<file path="src/hdl/uva_pkg.sv">
package uva_pkg;

   // Sizing
   localparam int NUM_VOICES = 8;
   localparam int MAX_NOTES  = 16;

   // Field widths
   localparam int ID_W    = 16;
   localparam int PITCH_W = 7;
   localparam int VEL_W   = 7;
   localparam int VOICE_W = 4;

   // Derived widths
   localparam int VIDX_W = $clog2(NUM_VOICES);
   localparam int ASG_W  = $clog2(NUM_VOICES + 1);
   localparam int IDX_W  = $clog2(MAX_NOTES);
   localparam int CNT_W  = $clog2(MAX_NOTES + 1);
   localparam int CMP_W  = ((CNT_W > ASG_W) ? CNT_W : ASG_W) + 1;

   // Queue depths
   localparam int REQ_DEPTH = 2;
   localparam int REQ_PTR_W = $clog2(REQ_DEPTH);
   localparam int REQ_CNT_W = $clog2(REQ_DEPTH + 1);
   localparam int RSP_DEPTH = 4;
   localparam int RSP_PTR_W = $clog2(RSP_DEPTH);
   localparam int RSP_CNT_W = $clog2(RSP_DEPTH + 1);

   typedef struct packed {
      logic [ID_W-1:0]    id;
      logic [PITCH_W-1:0] pitch;
      logic [VEL_W-1:0]   vel;
      logic               off;
   } req_type;

   typedef struct packed {
      logic [ID_W-1:0]    id;
      logic [PITCH_W-1:0] pitch;
      logic [VEL_W-1:0]   vel;
      logic [VOICE_W-1:0] voice;
      logic               last;
   } rsp_type;

   typedef enum logic [3:0] {
      ST_IDLE,
      ST_LOOKUP,
      ST_DIV,
      ST_TGT,
      ST_FREE,
      ST_CHK,
      ST_SORT,
      ST_FIND,
      ST_STEAL,
      ST_SETF2,
      ST_OFF_EMIT,
      ST_OFF_SHIFT,
      ST_FINISH
   } state_type;

   // Map a voice index to its 1-based voice number, masked to the port width
   function automatic logic [VOICE_W-1:0] voice_num(input logic [VIDX_W-1:0] v);
      logic [VIDX_W:0] t;
      t = {1'b0, v} + 1'b1;
      return VOICE_W'(t);
   endfunction

endpackage

</file>
<file path="src/hdl/uva_req_queue.sv">
module uva_req_queue
   import uva_pkg::*;
(
   input  logic               clock,
   input  logic               reset,
   input  logic               push,
   output logic               full,
   input  logic [ID_W-1:0]    note_id,
   input  logic [PITCH_W-1:0] pitch,
   input  logic [VEL_W-1:0]   velocity,
   input  logic               pop,
   output logic               empty,
   output req_type            req_out
);

   req_type                store_ff [REQ_DEPTH];
   logic [REQ_PTR_W-1:0]   wr_ff, wr_in;
   logic [REQ_PTR_W-1:0]   rd_ff, rd_in;
   logic [REQ_CNT_W-1:0]   cnt_ff, cnt_in;
   logic                   do_push, do_pop;
   req_type                item;

   assign full    = (cnt_ff == REQ_CNT_W'(REQ_DEPTH));
   assign empty   = (cnt_ff == '0);
   assign do_push = push && !full;
   assign do_pop  = pop && !empty;
   assign req_out = store_ff[rd_ff];

   // Classify the request: zero velocity is a note-off
   always_comb begin
      item.id    = note_id;
      item.pitch = pitch;
      item.vel   = velocity;
      item.off   = (velocity == '0);
   end

   // Advance pointers and fill count
   always_comb begin
      wr_in  = do_push ? wr_ff + 1'b1 : wr_ff;
      rd_in  = do_pop ? rd_ff + 1'b1 : rd_ff;
      cnt_in = cnt_ff;
      if (do_push && !do_pop) begin
         cnt_in = cnt_ff + 1'b1;
      end else if (!do_push && do_pop) begin
         cnt_in = cnt_ff - 1'b1;
      end
   end

   always_ff @(posedge clock) begin
      if (reset) begin
         wr_ff  <= '0;
         rd_ff  <= '0;
         cnt_ff <= '0;
      end else begin
         wr_ff  <= wr_in;
         rd_ff  <= rd_in;
         cnt_ff <= cnt_in;
      end
   end

   // Store the request
   always_ff @(posedge clock) begin
      if (do_push) begin
         store_ff[wr_ff] <= item;
      end
   end

endmodule

</file>
<file path="src/hdl/uva_rsp_queue.sv">
module uva_rsp_queue
   import uva_pkg::*;
(
   input  logic clock,
   input  logic reset,
   input  logic push,
   output logic full,
   input  rsp_type rsp_in,
   input  logic pop,
   output logic empty,
   output rsp_type rsp_out
);

   rsp_type                store_ff [RSP_DEPTH];
   logic [RSP_PTR_W-1:0]   wr_ff, wr_in;
   logic [RSP_PTR_W-1:0]   rd_ff, rd_in;
   logic [RSP_CNT_W-1:0]   cnt_ff, cnt_in;
   logic                   do_push, do_pop;

   assign full    = (cnt_ff == RSP_CNT_W'(RSP_DEPTH));
   assign empty   = (cnt_ff == '0);
   assign do_push = push && !full;
   assign do_pop  = pop && !empty;
   assign rsp_out = store_ff[rd_ff];

   // Advance pointers and fill count
   always_comb begin
      wr_in  = do_push ? wr_ff + 1'b1 : wr_ff;
      rd_in  = do_pop ? rd_ff + 1'b1 : rd_ff;
      cnt_in = cnt_ff;
      if (do_push && !do_pop) begin
         cnt_in = cnt_ff + 1'b1;
      end else if (!do_push && do_pop) begin
         cnt_in = cnt_ff - 1'b1;
      end
   end

   always_ff @(posedge clock) begin
      if (reset) begin
         wr_ff  <= '0;
         rd_ff  <= '0;
         cnt_ff <= '0;
      end else begin
         wr_ff  <= wr_in;
         rd_ff  <= rd_in;
         cnt_ff <= cnt_in;
      end
   end

   // Store the result
   always_ff @(posedge clock) begin
      if (do_push) begin
         store_ff[wr_ff] <= rsp_in;
      end
   end

endmodule

</file>
<file path="src/hdl/uva_engine.sv">
module uva_engine
   import uva_pkg::*;
(
   input  logic    clock,
   input  logic    reset,
   input  logic    req_empty,
   input  req_type req_in,
   output logic    req_pop,
   input  logic    rsp_full,
   output logic    rsp_push,
   output rsp_type rsp_out
);

   // Note table
   logic [ID_W-1:0]    id_ff    [MAX_NOTES];
   logic [PITCH_W-1:0] pitch_ff [MAX_NOTES];
   logic [VEL_W-1:0]   vel_ff   [MAX_NOTES];
   logic [ASG_W-1:0]   asg_ff   [MAX_NOTES];
   logic [ASG_W-1:0]   req_ff   [MAX_NOTES];
   logic [NUM_VOICES-1:0][VIDX_W-1:0] stk_ff [MAX_NOTES];
   logic [CNT_W-1:0]   count_ff;
   logic [NUM_VOICES-1:0] busy_ff;

   // Sequencer
   state_type          state_ff, state_in;
   req_type            cur_ff;
   logic [IDX_W-1:0]   e_ff;
   logic [ASG_W-1:0]   q_ff, r_ff;
   logic [ASG_W-1:0]   target_ff, need_ff, left_ff, k_ff;
   logic [VIDX_W-1:0]  vscan_ff;
   logic               second_ff;
   logic [IDX_W-1:0]   pass_ff;
   logic [CNT_W-1:0]   si_ff;
   rsp_type            pend_ff;
   logic               pend_valid_ff;

   logic               hit_found;
   logic [IDX_W-1:0]   hit_idx;
   logic               go;
   logic               emit;
   rsp_type            emit_data;
   logic [IDX_W-1:0]   si_idx;
   logic [ASG_W-1:0]   si_req, e_req, si_top;
   logic               div_more;

   // Voices owed to the entry at position i under the current split
   function automatic logic [ASG_W-1:0] req_of(input logic [CNT_W-1:0] i,
                                               input logic [ASG_W-1:0] q,
                                               input logic [ASG_W-1:0] r,
                                               input logic [CNT_W-1:0] cnt);
      logic [CMP_W-1:0] sum;
      sum = CMP_W'(i) + CMP_W'(r);
      return q + ASG_W'(sum >= CMP_W'(cnt));
   endfunction

   assign si_idx   = si_ff[IDX_W-1:0];
   assign si_req   = req_ff[si_idx];
   assign e_req    = req_of(CNT_W'(e_ff), q_ff, r_ff, count_ff);
   assign si_top   = asg_ff[si_idx] - 1'b1;
   assign div_more = (CMP_W'(r_ff) >= CMP_W'(count_ff));
   assign go       = !(pend_valid_ff && rsp_full);

   // Search the held notes for the request id, lowest position wins
   always_comb begin
      hit_found = 1'b0;
      hit_idx   = '0;
      for (int i = MAX_NOTES - 1; i >= 0; i--) begin
         if ((CNT_W'(i) < count_ff) && (id_ff[i] == cur_ff.id)) begin
            hit_found = 1'b1;
            hit_idx   = IDX_W'(i);
         end
      end
   end

   // Select the voice message of this cycle
   always_comb begin
      emit      = 1'b0;
      emit_data = '0;
      case (state_ff)
         ST_FREE: begin
            emit            = (asg_ff[e_ff] < target_ff) && !busy_ff[vscan_ff];
            emit_data.id    = id_ff[e_ff];
            emit_data.pitch = pitch_ff[e_ff];
            emit_data.vel   = vel_ff[e_ff];
            emit_data.voice = voice_num(vscan_ff);
         end
         ST_STEAL: begin
            emit            = (si_ff < count_ff) && (left_ff != '0) &&
                              (asg_ff[si_idx] > si_req);
            emit_data.id    = id_ff[si_idx];
            emit_data.pitch = pitch_ff[si_idx];
            emit_data.voice = voice_num(stk_ff[si_idx][si_top[VIDX_W-1:0]]);
         end
         ST_OFF_EMIT: begin
            emit            = (k_ff < asg_ff[e_ff]);
            emit_data.id    = id_ff[e_ff];
            emit_data.pitch = pitch_ff[e_ff];
            emit_data.voice = voice_num(stk_ff[e_ff][k_ff[VIDX_W-1:0]]);
         end
         default: begin
            emit = 1'b0;
         end
      endcase
   end

   // Hand the held message on; the final one of a request carries last
   always_comb begin
      rsp_push      = pend_valid_ff && !rsp_full && (emit || (state_ff == ST_FINISH));
      rsp_out       = pend_ff;
      rsp_out.last  = (state_ff == ST_FINISH);
   end

   assign req_pop = (state_ff == ST_IDLE) && !req_empty;

   // Next state
   always_comb begin
      state_in = state_ff;
      unique case (state_ff)
         ST_IDLE: begin
            if (!req_empty) state_in = ST_LOOKUP;
         end
         ST_LOOKUP: begin
            if (cur_ff.off) begin
               state_in = hit_found ? ST_OFF_EMIT : ST_FINISH;
            end else if (!hit_found && (count_ff == CNT_W'(MAX_NOTES))) begin
               state_in = ST_FINISH;
            end else begin
               state_in = ST_DIV;
            end
         end
         ST_DIV: begin
            if (!div_more) state_in = ST_TGT;
         end
         ST_TGT: begin
            state_in = (e_req == '0) ? ST_FINISH : ST_FREE;
         end
         ST_FREE: begin
            if (go && (vscan_ff == VIDX_W'(NUM_VOICES - 1))) begin
               state_in = second_ff ? ST_FINISH : ST_CHK;
            end
         end
         ST_CHK: begin
            state_in = (asg_ff[e_ff] < target_ff) ? ST_SORT : ST_FINISH;
         end
         ST_SORT: begin
            if (pass_ff == IDX_W'(MAX_NOTES - 1)) state_in = ST_FIND;
         end
         ST_FIND: begin
            state_in = ST_STEAL;
         end
         ST_STEAL: begin
            if (go && ((si_ff >= count_ff) || (left_ff == '0))) state_in = ST_SETF2;
         end
         ST_SETF2: begin
            state_in = ST_FREE;
         end
         ST_OFF_EMIT: begin
            if (go && (k_ff >= asg_ff[e_ff])) state_in = ST_OFF_SHIFT;
         end
         ST_OFF_SHIFT: begin
            state_in = ST_FINISH;
         end
         ST_FINISH: begin
            if (!pend_valid_ff || !rsp_full) state_in = ST_IDLE;
         end
         default: begin
            state_in = ST_IDLE;
         end
      endcase
   end

   // Control registers
   always_ff @(posedge clock) begin
      if (reset) begin
         state_ff      <= ST_IDLE;
         count_ff      <= '0;
         busy_ff       <= '0;
         pend_valid_ff <= 1'b0;
      end else begin
         state_ff <= state_in;
         if (emit && go) begin
            pend_valid_ff <= 1'b1;
         end else if ((state_ff == ST_FINISH) && !rsp_full) begin
            pend_valid_ff <= 1'b0;
         end
         case (state_ff)
            ST_LOOKUP: begin
               if (!cur_ff.off && !hit_found && (count_ff != CNT_W'(MAX_NOTES))) begin
                  count_ff <= count_ff + 1'b1;
               end
            end
            ST_FREE: begin
               if (go && emit) busy_ff[vscan_ff] <= 1'b1;
            end
            ST_STEAL: begin
               if (go && emit) busy_ff[stk_ff[si_idx][si_top[VIDX_W-1:0]]] <= 1'b0;
            end
            ST_OFF_EMIT: begin
               if (go && emit) busy_ff[stk_ff[e_ff][k_ff[VIDX_W-1:0]]] <= 1'b0;
            end
            ST_OFF_SHIFT: begin
               count_ff <= count_ff - 1'b1;
            end
            default: begin
               count_ff <= count_ff;
            end
         endcase
      end
   end

   // Table and work registers
   always_ff @(posedge clock) begin
      if (emit && go) begin
         pend_ff      <= emit_data;
      end
      case (state_ff)
         ST_IDLE: begin
            if (!req_empty) cur_ff <= req_in;
         end
         ST_LOOKUP: begin
            k_ff <= '0;
            q_ff <= '0;
            r_ff <= ASG_W'(NUM_VOICES);
            if (hit_found) begin
               e_ff <= hit_idx;
            end else begin
               e_ff <= count_ff[IDX_W-1:0];
               if (!cur_ff.off && (count_ff != CNT_W'(MAX_NOTES))) begin
                  id_ff[count_ff[IDX_W-1:0]]    <= cur_ff.id;
                  pitch_ff[count_ff[IDX_W-1:0]] <= cur_ff.pitch;
                  vel_ff[count_ff[IDX_W-1:0]]   <= cur_ff.vel;
                  asg_ff[count_ff[IDX_W-1:0]]   <= '0;
               end
            end
         end
         ST_DIV: begin
            // Split the voices by repeated subtraction
            if (div_more) begin
               r_ff <= ASG_W'(CMP_W'(r_ff) - CMP_W'(count_ff));
               q_ff <= q_ff + 1'b1;
            end
         end
         ST_TGT: begin
            target_ff <= e_req;
            vscan_ff  <= '0;
            second_ff <= 1'b0;
            // Record each entry's share; it travels with the entry in the sort
            for (int i = 0; i < MAX_NOTES; i++) begin
               req_ff[i] <= req_of(CNT_W'(i), q_ff, r_ff, count_ff);
            end
         end
         ST_FREE: begin
            if (go) begin
               vscan_ff <= vscan_ff + 1'b1;
               if (emit) begin
                  stk_ff[e_ff][asg_ff[e_ff][VIDX_W-1:0]] <= vscan_ff;
                  asg_ff[e_ff] <= asg_ff[e_ff] + 1'b1;
               end
            end
         end
         ST_CHK: begin
            need_ff <= target_ff - asg_ff[e_ff];
            left_ff <= target_ff - asg_ff[e_ff];
            pass_ff <= '0;
         end
         ST_SORT: begin
            // One odd-even transposition pass over the held notes
            for (int j = 0; j < MAX_NOTES - 1; j++) begin
               if ((j % 2 == int'(pass_ff[0])) && (CNT_W'(j + 1) < count_ff) &&
                   (id_ff[j] > id_ff[j+1])) begin
                  id_ff[j]      <= id_ff[j+1];
                  id_ff[j+1]    <= id_ff[j];
                  pitch_ff[j]   <= pitch_ff[j+1];
                  pitch_ff[j+1] <= pitch_ff[j];
                  vel_ff[j]     <= vel_ff[j+1];
                  vel_ff[j+1]   <= vel_ff[j];
                  asg_ff[j]     <= asg_ff[j+1];
                  asg_ff[j+1]   <= asg_ff[j];
                  req_ff[j]     <= req_ff[j+1];
                  req_ff[j+1]   <= req_ff[j];
                  stk_ff[j]     <= stk_ff[j+1];
                  stk_ff[j+1]   <= stk_ff[j];
               end
            end
            pass_ff <= pass_ff + 1'b1;
         end
         ST_FIND: begin
            e_ff  <= hit_idx;
            si_ff <= '0;
         end
         ST_STEAL: begin
            // Take surplus voices one at a time, newest first
            if (go && (si_ff < count_ff) && (left_ff != '0)) begin
               if (emit) begin
                  asg_ff[si_idx] <= si_top;
                  left_ff        <= left_ff - 1'b1;
               end else begin
                  si_ff <= si_ff + 1'b1;
               end
            end
         end
         ST_SETF2: begin
            target_ff <= asg_ff[e_ff] + (need_ff - left_ff);
            vscan_ff  <= '0;
            second_ff <= 1'b1;
         end
         ST_OFF_EMIT: begin
            if (go && emit) k_ff <= k_ff + 1'b1;
         end
         ST_OFF_SHIFT: begin
            // Close the gap left by the released note
            for (int i = 0; i < MAX_NOTES - 1; i++) begin
               if (IDX_W'(i) >= e_ff) begin
                  id_ff[i]    <= id_ff[i+1];
                  pitch_ff[i] <= pitch_ff[i+1];
                  vel_ff[i]   <= vel_ff[i+1];
                  asg_ff[i]   <= asg_ff[i+1];
                  stk_ff[i]   <= stk_ff[i+1];
               end
            end
         end
         default: begin
            e_ff <= e_ff;
         end
      endcase
   end

endmodule

</file>
<file path="src/hdl/unison_voice_allocator.sv">
// Unison voice allocator: note events go in through a two-deep request queue,
// voice start and stop messages come out through a four-deep result queue,
// one message per voice started or stopped, with last set on the final
// message of an event. A sequencer handles one event at a time: a note-off
// looks up the note, releases each of its voices and closes the gap in the
// table; a note-on looks up or enters the note, splits the voices by repeated
// subtraction and takes free voices for its share. When voices must be
// stolen, it sorts the table by id, takes surplus voices from the other
// notes and scans the free voices a second time.
// A full result queue stalls the sequencer while requests keep queueing.
module unison_voice_allocator
   import uva_pkg::*;
(
   input  logic               clock,
   input  logic               reset,
   input  logic               push,
   output logic               full,
   input  logic [ID_W-1:0]    req_note_id,
   input  logic [PITCH_W-1:0] req_pitch,
   input  logic [VEL_W-1:0]   req_velocity,
   output logic               empty,
   input  logic               pop,
   output logic [ID_W-1:0]    rsp_out_note_id,
   output logic [PITCH_W-1:0] rsp_out_pitch,
   output logic [VEL_W-1:0]   rsp_out_velocity,
   output logic [VOICE_W-1:0] rsp_out_voice,
   output logic               rsp_last
);

   req_type req_item;
   logic    req_empty, req_pop;
   rsp_type eng_rsp, rsp_item;
   logic    rsp_full, rsp_push;

   // Accept and classify requests
   uva_req_queue u_req (
      .clock    (clock),
      .reset    (reset),
      .push     (push),
      .full     (full),
      .note_id  (req_note_id),
      .pitch    (req_pitch),
      .velocity (req_velocity),
      .pop      (req_pop),
      .empty    (req_empty),
      .req_out  (req_item)
   );

   // Allocate voices
   uva_engine u_eng (
      .clock     (clock),
      .reset     (reset),
      .req_empty (req_empty),
      .req_in    (req_item),
      .req_pop   (req_pop),
      .rsp_full  (rsp_full),
      .rsp_push  (rsp_push),
      .rsp_out   (eng_rsp)
   );

   // Hold results for the consumer
   uva_rsp_queue u_rsp (
      .clock   (clock),
      .reset   (reset),
      .push    (rsp_push),
      .full    (rsp_full),
      .rsp_in  (eng_rsp),
      .pop     (pop),
      .empty   (empty),
      .rsp_out (rsp_item)
   );

   assign rsp_out_note_id  = rsp_item.id;
   assign rsp_out_pitch    = rsp_item.pitch;
   assign rsp_out_velocity = rsp_item.vel;
   assign rsp_out_voice    = rsp_item.voice;
   assign rsp_last         = rsp_item.last;

`ifndef SYNTHESIS
   a_no_push_full: assert property (@(posedge clock) disable iff (reset)
      !(rsp_push && rsp_full))
      else $error("result pushed into a full queue");

   a_no_pop_empty: assert property (@(posedge clock) disable iff (reset)
      !(req_pop && req_empty))
      else $error("request popped from an empty queue");

   a_reset_empty: assert property (@(posedge clock)
      reset |=> empty)
      else $error("result queue not empty after reset");
`endif

endmodule
</file>
<file path="config.mk">
export PLATFORM = sky130hd
export DESIGN_NAME = unison_voice_allocator
export DESIGN_NICKNAME = d
export VERILOG_FILES = /design/src/hdl/uva_pkg.sv /design/src/hdl/uva_req_queue.sv /design/src/hdl/uva_rsp_queue.sv /design/src/hdl/uva_engine.sv /design/src/hdl/unison_voice_allocator.sv
export SDC_FILE = /design/constraint.sdc
export NUM_CORES = 2
export LEC_CHECK = 0
export BUFFER_PORTS_ARGS = -buffer_cell sky130_fd_sc_hd__buf_4
export CAP_MARGIN = 15
export CELL_PAD_IN_SITES_DETAIL_PLACEMENT = 1
export CELL_PAD_IN_SITES_GLOBAL_PLACEMENT = 1
export CORE_AREA = 2 2 304 532
export CTS_CLUSTER_SIZE = 16
export DETAILED_ROUTE_END_ITERATION = 10
export DIE_AREA = 0 0 306 534
export GPL_ROUTABILITY_DRIVEN = 0
export PLACE_DENSITY_LB_ADDON = 0.1
export SYNTH_ARGS = -nofsm -noshare
export SYNTH_HDL_FRONTEND = slang
export SYNTH_SLANG_ARGS = --single-unit
</file>
<file path="constraint.sdc">
create_clock -name clock -period 12 [get_ports clock]
set_input_delay 1.2 -clock clock [delete_from_list [all_inputs] [get_ports clock]]
set_output_delay 1.2 -clock clock [all_outputs]
set_load 0.05 [all_outputs]
</file>
==> impl_metrics.env, run 1 <==
export IMPL_status="stopped before the end"
export IMPL_stop_stage="5_1_grt"
export IMPL_error="[ERROR GRT-0116] Global routing finished with congestion. Check the congestion regions in the DRC Viewer."
export IMPL_ioPinCount=71
export IMPL_postCtsHoldBufs=0
export IMPL_synth_area_um2=88610
export IMPL_ys_seq_area_frac=0.4494
export IMPL_cts_resized=0
export IMPL_dp_hpwl_um=300800
export IMPL_synth_edf_count=1300
export IMPL_numCtsBuffers=145
export IMPL_track_usage=0.5942
export IMPL_clk_path_buf_depth=4
export IMPL_portBuffers=70
export IMPL_yosys_warnings=0
export IMPL_clock_sinks=1339
export IMPL_yosys_most_used_dff="edfxtp_1"
export IMPL_cts_htree_levels=4
export IMPL_grt_pass1_wl_um=692600
export IMPL_postSynth_asyncResetShare=0
export IMPL_die_y_um=534
export IMPL_avgSynthCellArea_um2=11.55
export IMPL_cts_root_buf="clkbuf_16"
export IMPL_yosysUniqueCellTypes=90
export IMPL_yosys_register_bits=1339
export IMPL_synth_nets=8093
export IMPL_grt_overflow=264
export IMPL_grt_max_degree=103
export IMPL_grt_pass1_vias=87620
export IMPL_die_w_um=306
export IMPL_rows=194
export IMPL_post_cts_setup_buffer_count=0
export IMPL_postSynthCellCount=7669
export IMPL_start_util=0.5573
through the flow:
step           utilization  instance area [um^2]  setup slack (ns)  hold WS [ns]  instances
2_1_floorplan            -                 88610             5.325        0.4587       7669
3_3_place_gp        0.5755                 91510             5.629        0.4653       9427
3_5_place_dp        0.5755                 91510             5.389        0.4875       9427
4_1_cts             0.6046                 96120             5.380        0.4998       9674
kinds of logic after synthesis:
group | count (synthesis) | share of synthesized area
adders and majority gates | 390 | 0.05566
xor gates and xnor gates | 341 | 0.03392
DFF | 1339 | 0.4494
buffers and inverters | 989 | 0.04572
muxes | 927 | 0.1867
AOI/OAI and AO/OA | 1951 | 0.1415
and+or+nand+nor | 1732 | 0.08709
Yosys cell counts, types with 65 or more instances:
cell type / instances / area (um^2)
nor4_1: 65 / 406.6
nor2_1: 524 / 1967
a31oi_1: 161 / 1007
xor2_1: 174 / 1524
xnor2_1: 166 / 1454
a2bb2oi_1: 81 / 709.4
buf_2: 121 / 605.6
ha_1: 383 / 4792
mux2i_1: 288 / 2883
nand3_1: 70 / 350.3
a21o_1: 144 / 1081
nand4_1: 92 / 575.6
a21oi_1: 520 / 2603
clkbuf_1: 355 / 1333
edfxtp_1: 1300 / 39040
o21ai_0: 335 / 1677
mux4_2: 572 / 12880
inv_1: 381 / 1430
nand2_1: 714 / 2680
o22ai_1: 259 / 1620
buf_1: 81 / 304.0
metal layers:
layer	GRT usage	GRT overflow
met1	0.5980	1
met2	0.8360	145
met3	0.3433	9
met4	0.5813	109
met5	0.09420	0
==> inputs of run 2 (changes only) <==
Settings changed: CELL_PAD_IN_SITES_DETAIL_PLACEMENT 1 to unset, CELL_PAD_IN_SITES_GLOBAL_PLACEMENT 1 to unset, CORE_AREA 2 2 304 532 to 2 2 474 476, CTS_CLUSTER_SIZE 16 to unset, DIE_AREA 0 0 306 534 to 0 0 476 478, PLACE_DENSITY_LB_ADDON 0.1 to 0.15.
==> run 2 against run 1 <==
  * Synthesized cell count is the same
  * The run now ends clean
  * Synthesized area is the same
==> impl_metrics.env, run 2 <==
export IMPL_fmax_mhz=153.9
export IMPL_antenna_found_initial=34
export IMPL_synthAdderAreaFrac=0.05566
export IMPL_setup_worst_path_start_class="register"
export IMPL_rows=174
export IMPL_yosys_area_share_simple=0.08709
export IMPL_portBuffers=70
export IMPL_postRouteAntennaNets=0
export IMPL_skew_ns=0.04026
export IMPL_layout_commonest_cell="edfxtp_1"
export IMPL_ys_seq_area_frac=0.4494
export IMPL_grt_busiest_layer="met2"
export IMPL_arrival_ns=7.00
export IMPL_core_area_um2=223200
export IMPL_clock_sinks=1339
export IMPL_setup_violations_final=0
export IMPL_ff2ff_path_depth=12
export IMPL_yosys_warnings=0
export IMPL_postSynth_asyncResetShare=0
export IMPL_yosysUniqueCellTypes=90
export IMPL_ioPinCount=71
export IMPL_cp_required_ns=12.50
export IMPL_seq_area_um2=39850
export IMPL_maxSlewViolCount=0
export IMPL_hold_viol_final=0
export IMPL_areaGrowthSynthToFinish_pct=10.16
export IMPL_yosys_register_bits=1339
export IMPL_dp_hpwl_um=261800
export IMPL_crit_fanout=86
export IMPL_synth_area_um2=88610
export IMPL_pwr_share_seq=0.336
export IMPL_avgSynthCellArea_um2=11.55
export IMPL_synth_edf_count=1300
export IMPL_r2r_setup_slack_ns=5.50
export IMPL_synth_top_area_cell="edfxtp_1"
export IMPL_status="finished clean"
export IMPL_synth_area_leaders="edfxtp_1 44%, mux4_2 15%, ha_1 5.4%"
export IMPL_synth_xor_area_frac=0.03392
export IMPL_postSynthCellCount=7669
export IMPL_grt_pass1_vias=69020
export IMPL_max_vdd_ir_drop_mv=0.2050
export IMPL_hold_path_startpoint="u_eng.rsp_out[29]"
export IMPL_grtUsageMet3=0.1224
export IMPL_netlist_area_leader_share=0.4405
export IMPL_cap_violations=0
export IMPL_drt_wl_total_um=378200
export IMPL_yosysMostFrequentCell="edfxtp_1"
export IMPL_clockPowerShare=0.262
export IMPL_worstHoldPathType="register to register"
export IMPL_die_y_um=478
export IMPL_numCtsBuffers=160
export IMPL_nets=7916
export IMPL_p_leak_nw=34.60
export IMPL_postCtsHoldBufs=0
export IMPL_regMostFlops="u_eng.stk_ff"
export IMPL_die_area_um2=227500
export IMPL_multi_input_area_um2=45370
export IMPL_p_int_w=0.01159
export IMPL_fin_cells=10630
export IMPL_rsz0062_at_grt="false"
export IMPL_first_pass_iters=7
export IMPL_final_cell_mix="1300 x edfxtp_1, 708 x nand2_1, 572 x mux4_2"
export IMPL_use_met2=0.4720
export IMPL_r2r_end="u_eng.stk_ff[15][19]"
export IMPL_power_switching_w=0.007279
export IMPL_cts_htree_levels=4
export IMPL_vias=72690
export IMPL_cts_tree="yes"
export IMPL_slew_headroom=0.1001
export IMPL_clk_path_buf_depth=3
export IMPL_clkLatencyLatePin_ns=0.88
export IMPL_routedWlPerCell_um=35.57
export IMPL_hold_end="u_rsp.store_ff[0][29]"
export IMPL_grt_pass1_wl_um=528400
export IMPL_cts_resized=0
export IMPL_criticalPathCategory="register to register"
export IMPL_start_util=0.3971
export IMPL_finalSetupTns_ns=0
export IMPL_p_sw_frac=0.3858
export IMPL_drt_iter0_drc=11630
export IMPL_vias_per_cell=6.837
export IMPL_yosys_top_cells_count="1300 x edfxtp_1, 714 x nand2_1, 572 x mux4_2"
export IMPL_post_cts_setup_buffer_count=0
export IMPL_cts_root_buf="clkbuf_16"
export IMPL_post_route_period_util=0.5416
export IMPL_synth_top_family_by_area="multiplexers"
export IMPL_grt_overflow=0
export IMPL_synthMuxAreaShare=0.1867
export IMPL_largest_reg_flops=384
export IMPL_worstMarginPinSlew_ns=1.343
export IMPL_use_met1=0.4324
export IMPL_drcViolationCount=0
export IMPL_top_regs="u_eng.stk_ff x384, u_eng.id_ff x256, u_rsp.store_ff x140"
export IMPL_synth_compound_area_frac=0.1415
export IMPL_powerDensity_nw_per_um2=193.3
export IMPL_min_path_cells=0
export IMPL_end_kind="register"
export IMPL_drive_above_1_share=0.1688
export IMPL_min_period_ns=6.499
export IMPL_cts_clk_slew_worst_paths_ns=0.06
export IMPL_dp_cells=10320
export IMPL_die_w_um=476
export IMPL_track_usage=0.3251
export IMPL_synth_nets=8093
export IMPL_grt_max_degree=107
export IMPL_yosys_most_used_dff="edfxtp_1"
export IMPL_fill_cells=20610
export IMPL_p_comb_frac=0.402
## run 2: power by group through the flow
stage / Combinational (W) / Sequential, W / Clock (W)
after floorplan: 0.00516 / 0.00606 / 0
after global placement: 0.00725 / 0.00641 / 0
after detailed placement: 0.00734 / 0.00641 / 0
after CTS: 0.00737 / 0.00632 / 0.00497
after global routing: 0.00801 / 0.00636 / 0.00515
final: 0.00758 / 0.00634 / 0.00495
## run 2: worst max path at each step
stage,start,to,slack [ns],depth (start not counted)
final,register,u_eng.stk_ff[15][19],5.50,12
after global routing,register,u_eng.stk_ff[15][12],5.32,12
after CTS,register,u_eng.stk_ff[15][19],5.56,12
after detailed placement,register,u_eng.stk_ff[4][20],5.59,12
after global placement,register,u_eng.stk_ff[15][12],5.74,12
after floorplan,register,u_eng.asg_ff[12][0],5.32,19
## run 2: per-layer routing
layer	wire length [um]	vias up	part of all wire
met5	279	-	0.00074
met4	18370	28	0.049
met3	55650	1112	0.15
met2	161700	5635	0.43
met1	142200	36490	0.38
li1	-	29420	-
## run 2: worst max-delay path, stage by stage (launching register included)
cell and delay, ns:
dfxtp_4 0.98, buf_12 0.46, mux4_2 0.42, mux4_2 0.59, ha_1 0.27, fa_1 0.45, nor2b_1 0.14, o21a_1 0.13
o2111ai_1 0.18, nand2b_1 0.32, nor2_1 0.62, nand2_1 0.75, o21ai_0 0.67
## run 2: layout make-up
cell class,instances,area share
clock inverters,97,0.01024
inverters,391,0.01505
diodes,17,0.0004358
repair buffers,259,0.02047
well taps,2992,0.03835
multi-input cells,5341,0.4648
clock buffers,196,0.04250
flip-flops and latches,1339,0.4082
## run 2: cell families after synthesis
| logic type | after synthesis |
|---|---|
| AOI/OAI and AO/OA | 1951 |
| and+or+nand+nor | 1732 |
| DFF | 1339 |
| buffers and inverters | 989 |
| muxes | 927 |
| adders and majority gates | 390 |
| xor gates and xnor gates | 341 |
## run 2: stage by stage
stage                     total power, W  instance area, um^2  utilization  setup WS [ns]  hold WS [ns]
final                            0.01887                97620       0.4375          5.501        0.4972
after global placement           0.01366                92420       0.4141          5.739        0.4725
after detailed placement         0.01375                92420       0.4141          5.593        0.4910
after CTS                        0.01865                97570       0.4372          5.557        0.4797
after global routing             0.01952                97580       0.4373          5.317        0.4924
after floorplan                  0.01122                88610            -          5.325        0.4587
Power figures use the tool's default switching activity.
